$ cat config.mk
export PLATFORM = sky130hd
export DESIGN_NAME = ordered_array_store
export DESIGN_NICKNAME = d
export VERILOG_FILES = /design/src/rtl/oas_pkg.sv /design/src/rtl/oas_ram.sv /design/src/rtl/ordered_array_store.sv
export SDC_FILE = /design/constraint.sdc
export NUM_CORES = 2
export LEC_CHECK = 0
export ABC_AREA = 1
export BUFFER_PORTS_ARGS = -buffer_cell sky130_fd_sc_hd__buf_2
export CAP_MARGIN = 20
export CORE_UTILIZATION = 50
export CTS_BUF_LIST = sky130_fd_sc_hd__clkbuf_8
export DETAILED_ROUTE_END_ITERATION = 7
export GPL_TIMING_DRIVEN = 0
export PLACE_DENSITY = 0.65
export SLEW_MARGIN = 20
export SYNTH_ARGS = -nofsm -noshare
export SYNTH_HDL_FRONTEND = slang
export SYNTH_SLANG_ARGS = --single-unit
$ cat constraint.sdc
create_clock -name clock -period 5.85 [get_ports clock]
set_input_delay 1.755 -clock clock [delete_from_list [all_inputs] [get_ports clock]]
set_output_delay 1.755 -clock clock [all_outputs]
set_load 0.02 [all_outputs]
$ cat src/rtl/oas_pkg.sv
// ----------------------------------------------------------------------------
// Ordered array store package
// Shared types, operation and status codes and sequencer states.
// ----------------------------------------------------------------------------
package oas_pkg;

   localparam int DEPTH_DEFAULT         = 64;
   localparam int ELEMENT_WIDTH_DEFAULT = 32;
   localparam int POS_W                 = 7;
   localparam int CNT_OUT_W             = 7;
   localparam int ELEM_OUT_W            = 32;
   localparam int OP_W                  = 4;
   localparam int STATUS_W              = 2;

   localparam logic [OP_W-1:0] OP_APPEND    = 4'd0;
   localparam logic [OP_W-1:0] OP_PREPEND   = 4'd1;
   localparam logic [OP_W-1:0] OP_INSERT    = 4'd2;
   localparam logic [OP_W-1:0] OP_POP_BACK  = 4'd3;
   localparam logic [OP_W-1:0] OP_POP_FRONT = 4'd4;
   localparam logic [OP_W-1:0] OP_REMOVE    = 4'd5;
   localparam logic [OP_W-1:0] OP_READ      = 4'd6;
   localparam logic [OP_W-1:0] OP_REVERSE   = 4'd7;
   localparam logic [OP_W-1:0] OP_SORT      = 4'd8;
   localparam logic [OP_W-1:0] OP_CLEAR     = 4'd9;

   localparam logic [STATUS_W-1:0] STATUS_OK    = 2'd0;
   localparam logic [STATUS_W-1:0] STATUS_FULL  = 2'd1;
   localparam logic [STATUS_W-1:0] STATUS_EMPTY = 2'd2;
   localparam logic [STATUS_W-1:0] STATUS_RANGE = 2'd3;

   typedef struct packed {
      logic [OP_W-1:0]              operation;
      logic [POS_W-1:0]             position;
      logic signed [ELEM_OUT_W-1:0] new_value;
   } req_item_type;

   typedef struct packed {
      logic signed [ELEM_OUT_W-1:0] element_out;
      logic [CNT_OUT_W-1:0]         element_count;
      logic [STATUS_W-1:0]          status;
   } rsp_item_type;

   typedef enum logic [3:0] {
      ST_IDLE,
      ST_FETCH,
      ST_FETCH_WAIT,
      ST_SHIFT_RD,
      ST_SHIFT_WR,
      ST_PUT,
      ST_REV_RD_LO,
      ST_REV_RD_HI,
      ST_REV_WR_LO,
      ST_REV_WR_HI,
      ST_SORT_RD0,
      ST_SORT_LOAD,
      ST_SORT_RD,
      ST_SORT_WR,
      ST_SORT_LAST,
      ST_DONE
   } state_type;

endpackage

$ cat src/rtl/oas_ram.sv
// ----------------------------------------------------------------------------
// Generic RAM
// One write port, one read port with registered read data.
// ----------------------------------------------------------------------------
module oas_ram #(
   parameter int WIDTH = 32,
   parameter int DEPTH = 64
) (
   input  logic                     clock,
   input  logic                     wr_en,
   input  logic [$clog2(DEPTH)-1:0] wr_addr,
   input  logic [WIDTH-1:0]         wr_data,
   input  logic                     rd_en,
   input  logic [$clog2(DEPTH)-1:0] rd_addr,
   output logic [WIDTH-1:0]         rd_data
);

   logic [WIDTH-1:0] mem [DEPTH];

   always_ff @(posedge clock) begin
      if (wr_en) begin
         mem[wr_addr] <= wr_data;
      end
      if (rd_en) begin
         rd_data <= mem[rd_addr];
      end
   end

endmodule

$ cat src/rtl/ordered_array_store.sv
// Insert and remove move each element behind the position one place, one at a time.
// Reverse swaps pairs of elements from both ends inward.
// Sort: stable exchange passes over the array, up to n passes, all through the one RAM.
// One item at a time: busy is high from acceptance through the one-cycle rsp_valid strobe.
// Synchronous reset empties the array and clears the sort order; element RAM is not cleared.
// ----------------------------------------------------------------------------
// Ordered array store
// Fixed-depth signed element array with count, edited and sorted in place.
// ----------------------------------------------------------------------------
module ordered_array_store #(
   parameter int DEPTH         = oas_pkg::DEPTH_DEFAULT,
   parameter int ELEMENT_WIDTH = oas_pkg::ELEMENT_WIDTH_DEFAULT
) (
   input  logic                  clock,
   input  logic                  reset,
   input  logic                  start,
   output logic                  busy,
   input  oas_pkg::req_item_type req_item,
   output logic                  rsp_valid,
   output oas_pkg::rsp_item_type rsp_item,
   input  logic                  csr_write_enable,
   input  logic                  csr_write_data
);

   import oas_pkg::*;

   localparam int AW = $clog2(DEPTH);
   localparam int CW = $clog2(DEPTH + 1);
   localparam int XW = (CW > POS_W) ? CW : POS_W;

   state_type state_ff, state_in;
   logic [CW-1:0] cnt_ff, cnt_in;
   logic [CW-1:0] idx_ff, idx_in;
   logic [CW-1:0] jdx_ff, jdx_in;
   logic [CW-1:0] lim_ff, lim_in;
   logic [ELEMENT_WIDTH-1:0] hold_ff, hold_in;
   logic [ELEMENT_WIDTH-1:0] val_ff, val_in;
   logic [ELEMENT_WIDTH-1:0] elem_ff, elem_in;
   logic [STATUS_W-1:0] status_ff, status_in;
   logic up_ff, up_in;
   logic is_read_ff, is_read_in;
   logic swapped_ff, swapped_in;
   logic desc_ff;

   logic                     wr_en, rd_en;
   logic [AW-1:0]            wr_addr, rd_addr;
   logic [ELEMENT_WIDTH-1:0] wr_data, rd_data;

   logic [XW-1:0] pos_x, cnt_x, at_x;
   logic [CW-1:0] idx_step;
   logic          shift_more, fetch_more, rev_more, sort_more, swap;
   logic          accept;

   oas_ram #(.WIDTH(ELEMENT_WIDTH), .DEPTH(DEPTH)) u_ram (
      .clock  (clock),
      .wr_en  (wr_en),
      .wr_addr(wr_addr),
      .wr_data(wr_data),
      .rd_en  (rd_en),
      .rd_addr(rd_addr),
      .rd_data(rd_data)
   );

   assign accept   = start && (state_ff == ST_IDLE);
   assign pos_x    = XW'(req_item.position);
   assign cnt_x    = XW'(cnt_ff);
   assign idx_step = up_ff ? (idx_ff - CW'(1)) : (idx_ff + CW'(1));
   assign shift_more = up_ff ? (idx_step > lim_ff) : ((idx_step + CW'(1)) < lim_ff);
   assign fetch_more = (idx_ff + CW'(1)) < lim_ff;
   assign rev_more   = (idx_ff + CW'(1)) < (jdx_ff - CW'(1));
   assign sort_more  = (idx_ff + CW'(1)) < cnt_ff;
   assign swap = desc_ff ? ($signed(rd_data) > $signed(hold_ff))
                         : ($signed(rd_data) < $signed(hold_ff));

   always_comb begin
      unique case (req_item.operation)
         OP_APPEND:  at_x = cnt_x;
         OP_PREPEND: at_x = '0;
         default:    at_x = pos_x;
      endcase
   end

   // next state
   always_comb begin
      state_in = state_ff;
      unique case (state_ff)
         ST_IDLE: begin
            if (accept) begin
               unique case (req_item.operation)
                  OP_APPEND, OP_PREPEND, OP_INSERT: begin
                     if (cnt_ff == CW'(DEPTH) || at_x > cnt_x) begin
                        state_in = ST_DONE;
                     end else if (cnt_x > at_x) begin
                        state_in = ST_SHIFT_RD;
                     end else begin
                        state_in = ST_PUT;
                     end
                  end
                  OP_POP_BACK, OP_POP_FRONT: begin
                     state_in = (cnt_ff == '0) ? ST_DONE : ST_FETCH;
                  end
                  OP_REMOVE, OP_READ: begin
                     state_in = (pos_x >= cnt_x) ? ST_DONE : ST_FETCH;
                  end
                  OP_REVERSE: state_in = (cnt_ff < CW'(2)) ? ST_DONE : ST_REV_RD_LO;
                  OP_SORT:    state_in = (cnt_ff < CW'(2)) ? ST_DONE : ST_SORT_RD0;
                  default:    state_in = ST_DONE;
               endcase
            end
         end
         ST_FETCH:      state_in = ST_FETCH_WAIT;
         ST_FETCH_WAIT: state_in = (!is_read_ff && fetch_more) ? ST_SHIFT_RD : ST_DONE;
         ST_SHIFT_RD:   state_in = ST_SHIFT_WR;
         ST_SHIFT_WR: begin
            if (shift_more) begin
               state_in = ST_SHIFT_RD;
            end else begin
               state_in = up_ff ? ST_PUT : ST_DONE;
            end
         end
         ST_PUT:       state_in = ST_DONE;
         ST_REV_RD_LO: state_in = ST_REV_RD_HI;
         ST_REV_RD_HI: state_in = ST_REV_WR_LO;
         ST_REV_WR_LO: state_in = ST_REV_WR_HI;
         ST_REV_WR_HI: state_in = rev_more ? ST_REV_RD_LO : ST_DONE;
         ST_SORT_RD0:  state_in = ST_SORT_LOAD;
         ST_SORT_LOAD: state_in = ST_SORT_RD;
         ST_SORT_RD:   state_in = ST_SORT_WR;
         ST_SORT_WR:   state_in = sort_more ? ST_SORT_RD : ST_SORT_LAST;
         ST_SORT_LAST: state_in = swapped_ff ? ST_SORT_RD0 : ST_DONE;
         ST_DONE:      state_in = ST_IDLE;
         default:      state_in = ST_IDLE;
      endcase
   end

   // datapath and RAM control
   always_comb begin
      cnt_in     = cnt_ff;
      idx_in     = idx_ff;
      jdx_in     = jdx_ff;
      lim_in     = lim_ff;
      hold_in    = hold_ff;
      val_in     = val_ff;
      elem_in    = elem_ff;
      status_in  = status_ff;
      up_in      = up_ff;
      is_read_in = is_read_ff;
      swapped_in = swapped_ff;
      wr_en      = 1'b0;
      wr_addr    = idx_ff[AW-1:0];
      wr_data    = rd_data;
      rd_en      = 1'b0;
      rd_addr    = idx_ff[AW-1:0];
      unique case (state_ff)
         ST_IDLE: begin
            if (accept) begin
               elem_in    = '0;
               status_in  = STATUS_OK;
               is_read_in = 1'b0;
               val_in     = ELEMENT_WIDTH'($unsigned(req_item.new_value));
               unique case (req_item.operation)
                  OP_APPEND, OP_PREPEND, OP_INSERT: begin
                     up_in  = 1'b1;
                     idx_in = cnt_ff;
                     lim_in = CW'(at_x);
                     if (cnt_ff == CW'(DEPTH)) begin
                        status_in = STATUS_FULL;
                     end else if (at_x > cnt_x) begin
                        status_in = STATUS_RANGE;
                     end
                  end
                  OP_POP_BACK, OP_POP_FRONT, OP_REMOVE: begin
                     up_in  = 1'b0;
                     lim_in = cnt_ff;
                     unique case (req_item.operation)
                        OP_POP_BACK:  idx_in = cnt_ff - CW'(1);
                        OP_POP_FRONT: idx_in = '0;
                        default:      idx_in = CW'(pos_x);
                     endcase
                     if (cnt_ff == '0) begin
                        status_in = STATUS_EMPTY;
                     end else if (req_item.operation == OP_REMOVE && pos_x >= cnt_x) begin
                        status_in = STATUS_RANGE;
                     end
                  end
                  OP_READ: begin
                     is_read_in = 1'b1;
                     idx_in     = CW'(pos_x);
                     if (pos_x >= cnt_x) begin
                        status_in = STATUS_RANGE;
                     end
                  end
                  OP_REVERSE: begin
                     idx_in = '0;
                     jdx_in = cnt_ff - CW'(1);
                  end
                  OP_CLEAR: cnt_in = '0;
                  default: ;
               endcase
            end
         end
         ST_FETCH: rd_en = 1'b1;
         ST_FETCH_WAIT: begin
            elem_in = rd_data;
            if (!is_read_ff) begin
               cnt_in = cnt_ff - CW'(1);
            end
         end
         ST_SHIFT_RD: begin
            rd_en   = 1'b1;
            rd_addr = idx_step[AW-1:0];
         end
         ST_SHIFT_WR: begin
            wr_en  = 1'b1;
            idx_in = idx_step;
         end
         ST_PUT: begin
            wr_en   = 1'b1;
            wr_addr = lim_ff[AW-1:0];
            wr_data = val_ff;
            cnt_in  = cnt_ff + CW'(1);
         end
         ST_REV_RD_LO: rd_en = 1'b1;
         ST_REV_RD_HI: begin
            rd_en   = 1'b1;
            rd_addr = jdx_ff[AW-1:0];
            hold_in = rd_data;
         end
         ST_REV_WR_LO: wr_en = 1'b1;
         ST_REV_WR_HI: begin
            wr_en   = 1'b1;
            wr_addr = jdx_ff[AW-1:0];
            wr_data = hold_ff;
            idx_in  = idx_ff + CW'(1);
            jdx_in  = jdx_ff - CW'(1);
         end
         ST_SORT_RD0: begin
            rd_en      = 1'b1;
            rd_addr    = '0;
            idx_in     = CW'(1);
            swapped_in = 1'b0;
         end
         ST_SORT_LOAD: hold_in = rd_data;
         ST_SORT_RD:   rd_en = 1'b1;
         ST_SORT_WR: begin
            wr_en      = 1'b1;
            wr_addr    = AW'(idx_ff - CW'(1));
            wr_data    = swap ? rd_data : hold_ff;
            hold_in    = swap ? hold_ff : rd_data;
            swapped_in = swapped_ff | swap;
            idx_in     = idx_ff + CW'(1);
         end
         ST_SORT_LAST: begin
            wr_en   = 1'b1;
            wr_addr = AW'(cnt_ff - CW'(1));
            wr_data = hold_ff;
         end
         ST_DONE: ;
         default: ;
      endcase
   end

   // outputs
   always_comb begin
      busy                   = (state_ff != ST_IDLE);
      rsp_valid              = (state_ff == ST_DONE);
      rsp_item.element_out   = ELEM_OUT_W'($signed(elem_ff));
      rsp_item.element_count = CNT_OUT_W'(cnt_ff);
      rsp_item.status        = status_ff;
   end

   always_ff @(posedge clock) begin
      if (reset) begin
         state_ff <= ST_IDLE;
         cnt_ff   <= '0;
         desc_ff  <= 1'b0;
      end else begin
         state_ff <= state_in;
         cnt_ff   <= cnt_in;
         if (csr_write_enable) begin
            desc_ff <= csr_write_data;
         end
      end
      idx_ff     <= idx_in;
      jdx_ff     <= jdx_in;
      lim_ff     <= lim_in;
      hold_ff    <= hold_in;
      val_ff     <= val_in;
      elem_ff    <= elem_in;
      status_ff  <= status_in;
      up_ff      <= up_in;
      is_read_ff <= is_read_in;
      swapped_ff <= swapped_in;
   end

endmodule

Word-level counts from Yosys, hierarchy flattened:

Memories as Yosys holds them, arrays and structs flattened. A register that Yosys moved wholly into a read port is not among the register bits.
Index checks and enable logic that the tools add are counted.
W data, S select, Z words.

* register bits: 134
* memories kept: 1
* bits in writable memories: 2048
* output and inout port bits: 43

Memory list
* u_ram.mem: depth 64, bits a word 32, read ports 1, clocked after Yosys merged registers in 1, wr ports 1, RTL line oas_ram.sv:18 `logic [WIDTH-1:0] mem [DEPTH];`

* add/subtract/negate cells: 6
* muxes and demuxes: 52
* order comparisons: 11
* reduce and logical (&&, ||, !) cells: 32
* equality and inequality tests: 31
* bitwise operators: 1

Operator list (number)
* $pmux W32 S2: 2
* $mux W32: 3
* $pmux W32 S3: 1
* $pmux W4 S16: 1
* $pmux W7 S2: 4
* $pmux W7 S4: 2
* $mux W7: 7
* $eq A4 B4 Y1 const B: 10
* $mux W4: 9
* $eq A4 B3 Y1 const B: 8
* $gt A32 B32 Y1: 1
* $lt A32 B32 Y1: 1
* $lt A7 B7 Y1: 4
* $pmux W6 S4: 1
* $add A7 B1 Y7 const B: 3
* $gt A7 B7 Y1: 3
* $pmux W7 S3: 1
* $sub A7 B1 Y7 const B: 3
* $pmux W4 S5: 1
* $pmux W6 S3: 1
* $eq A4 B2 Y1 const B: 4
* $mux W2: 6
* $reduce_or A6 Y1: 2
* $reduce_bool A2 Y1: 5
* 24 further kinds: 50

Longest topological paths before layout:

* depth in word-level cells: 8
* mapped depth: 19
* gate-level depth less buffers: 18

Modules after synthesis:

Synthesis repeated with hierarchy kept, for this count alone.

* cell total of the unflattened synthesis: 7887
* area total of the unflattened synthesis: 92438.7 sq um

Modules (own cells, without submodules)
* oas_ram: cells an instance 6769, sequential area each 62459.9 sq um, area each 83058.4 sq um, instances 1
* ordered_array_store: cells an instance 1118, sequential area each 3903.7 sq um, area each 9380.2 sq um, instances 1

Worst setup path after synthesis:

Ideal clock, no wire load.

* path type: input port to flip-flop
* from: input start
* to: register elem_ff[0] (enable)
* path buffers: 0
* path slack: 1038 ps
* stages: 4
* data arrival time: 4423 ps
* required time: 5460 ps
* path through: inv_1 -> nor2_1 -> inv_1 -> nand2_1

* cells in the longest elaborated chain, start to end: 3

RTL lines
* start: declaration: RTL line ordered_array_store.sv:16 `input logic start,`
* $logic_and A1 B1 Y1: RTL line ordered_array_store.sv:64 `assign accept = start && (state_ff == ST_IDLE);`
* $ne A2 B2 Y1 (no line)
* $reduce_and A2 Y1 (no line)
* end signal: assignment: RTL line ordered_array_store.sv:289 `elem_ff <= elem_in;`
* end: declaration: RTL line ordered_array_store.sv:38 `logic [ELEMENT_WIDTH-1:0] elem_ff, elem_in;`

Every way passes these cells.
A chain may end at the register's enable or synchronous reset.

Worst setup path in the final report:

* from: register idx_ff[1]
* to: register u_ram.rd_data[8], read port of u_ram.mem, data pin

* cells in the longest elaborated chain, start to end: 3
* elaborated cells on any way between the ends: 4

RTL lines
* start: declaration: RTL line ordered_array_store.sv:33 `logic [CW-1:0] idx_ff, idx_in;`
* start signal: assignment: RTL line ordered_array_store.sv:284 `idx_ff <= idx_in;`
* $add A7 B1 Y7 or $sub A7 B1 Y7 (tied branches)
* $mux W7: RTL line ordered_array_store.sv:67 `assign idx_step = up_ff ? (idx_ff - CW'(1)) : (idx_ff + CW'(1));`
* $pmux W6 S3 *: RTL line ordered_array_store.sv:154 `unique case (state_ff)`
* end: declaration: RTL line oas_ram.sv:15 `output logic [WIDTH-1:0] rd_data`

Every way passes the cells marked *; elsewhere a longest branch is shown, timed or not.

==> impl_metrics.yaml <==
sta:
  period_needed_ps: 5490
  fin_crit_sh: 0.938
  setup_violations: 0
  setup_ws_ps: 361
  hold_viol: 0
  slew_violations: 0
  rsz0062_at_grt: "false"
  worst_hold_slack_ps: 507
  fmax_mhz: 182
  clock_skew_ps: 104
  worstMarginPinSlew_ps: 1200
  maxSlewHeadroom: 0.199
synthesis:
  syn_nets: 8137
  synth_ff_type: "edfxtp_1"
  yosysSeqAreaShare: 0.699
  synthCells: 8005
  synth_most_common_cell: "edfxtp_1"
  syn_area_mm2: 0.0950
  yosys.cell_types.count: 48
  ys_warn_count: 0
  syn_avg_cell_area_um2: 11.9
  synthTopCellsByCount: "edfxtp_1 (2202), nand2_1 (1394), nand3_1 (1218)"
  synth-edff-count: 2202
  ys_async_sr_fraction: 0
  synth-seq-cells: 2214
  synth_top_area_frac: 0.696
  synth.area.top_cells: "edfxtp_1 (70%), o211ai_1 (6.6%), nand3_1 (6.4%)"
  synth_area_leader_cell: "edfxtp_1"
grt:
  antenna_found_initial: 15
  grt_pass1_wl_um: 439000
  grt_pass1_vias: 63700
  grt_overflow: 0
  grt_max_degree: 33
  grt.total_usage: 0.320
floorplanning:
  rows: 159
  coreArea_mm2: 0.188
  fp.dieW_um: 438
  ioPinCount: 91
  dieArea_mm2: 0.192
  initial_core_util: 0.505
  die_h_um: 438
routing:
  viasPerCell: 5.89
  drt_iter0_markers: 9112
  wl_um: 310000
  wl_per_cell_um: 27.2
  dr_total_vias: 67200
  drt_first_pass_iters: 8
  remaining_drc_errors: 52
  antenna_left: 0
run:
  max_cap_violations: 0
clocking:
  cts_buffer_depth: 4
  root_buffer: "clkbuf_8"
  clock-sinks: 2214
  cts_resized: 0
  cts_tree: "done"
  clock_latency_ps: 1120
  htree_levels: 5
  clk_pin_slew_ps: 60
  hold_buffers: 0
  cts_setup_buffers: 0
  cts_buffers: 378
placed_design:
  dp_slack_ps: 619
  detailed_place_hpwl_um: 225000
  gp_congestion: 0.976
  numPortBuffers: 89
setup_path:
  cp_data_arrival_time_ps: 6370
  setup.worst_path.end_class: "flip-flop"
  crit_path_start_kind: "flip-flop"
  required_ps: 6730
  cp_max_fo: 11
  critPathKind: "flip-flop to flip-flop"
cells_and_area:
  area_growth_pct: 16.0
  layout-drive-gt1-share: 0.122
  final_nets: 8777
outcome:
  violations: "DRC"
  outcome: "complete, but fails checks"
min_path:
  hold_path_class: "flip-flop to flip-flop"
-- cells by family (layout without fill, tap and decap cells) --
family	Yosys count	after routing	synth area share
fa+ha+maj	84	84	0.0111
other cells	0	18	0
compound gates	1074	1074	0.0816
xor+xnor	20	20	0.00184
flops	2214	2214	0.699
simple gates	3017	3017	0.140
buf+inv	1596	2488	0.0664
-- path summary, 6_finish.rpt --
path	slack, ps	start	cells past startpoint	to
setup / recovery	360	idx_ff[1]	16	u_ram.rd_data[8]
hold / removal	510	u_ram.rd_data[24]	0	hold_ff[24]
hold reg to reg	510	u_ram.rd_data[24]	0	hold_ff[24]
setup reg to reg	360	idx_ff[1]	16	u_ram.rd_data[8]
-- state kept, by name (all words and copies together) (netlist names) --
register and flops:
idx_ff 7, jdx_ff 7, cnt_ff 7, swapped_ff 1
elem_ff 32, up_ff 1, hold_ff 32, lim_ff 7
status_ff 2, u_ram.rd_data 32, val_ff 32, desc_ff 1
u_ram.mem 2048, is_read_ff 1, state_ff 4
-- per-layer routing --
metal  part of all wire  global-route usage  vias to the layer above
met4              0.069               0.204                        4
li1                   -                   -                    29800
met1               0.38               0.417                    32600
met2               0.45               0.482                     3938
met3               0.11              0.0759                      836
met5           0.000071                   0                        -
-- cell type report --
type	count	area, um2
Fill cell	15200	78000
Sequential cell	2214	66400
Multi-Input combinational cell	4195	23200
Clock buffer	386	5310
Timing Repair Buffer	260	4670
Inverter	1114	4180
Tap cell	2495	3120
Buffer	482	2130
Clock inverter	246	1150
Antenna cell	18	45.0
-- critical path: stages (launching register included) --
cell and delay [ps]:
edfxtp_1 540, inv_1 140, ha_1 530, xor2_1 570
nand2_1 140, nand3_1 150, o21ai_4 190, buf_16 220
inv_2 210, buf_2 610, buf_2 470, o211ai_1 150
nand3_1 150, nand3_1 180, nand3_1 200, nand3_1 430
nand2_1 380
-- per-stage QoR --
step	util	cell area [um2]	instances	TNS, ps
floorplan	-	95000	8005	0
global placement	0.524	98500	10600	-7135640
detailed placement	0.551	104000	10800	0
CTS	0.585	110000	11400	0
global route	0.585	110000	11400	0
finish	0.585	110000	11400	0
-- cell usage in the layout, fill, tap and decap left out, drive strengths merged, types with 12 or more instances in the layout --
| cell | n |
|---|---|
| nand3 | 1218 |
| nor2 | 212 |
| o211ai | 838 |
| ha | 84 |
| xor2 | 14 |
| or2 | 161 |
| o21ai | 61 |
| buf | 519 |
| a221oi | 35 |
| nand2 | 1399 |
| clkbuf | 609 |
| clkinv | 117 |
| edfxtp | 2202 |
| diode | 18 |
| inv | 1229 |
| a21oi | 93 |
| dfxtp | 12 |
Power is not shown: default switching activity piles up to over one toggle a cycle in this logic, so the estimate is an artifact.
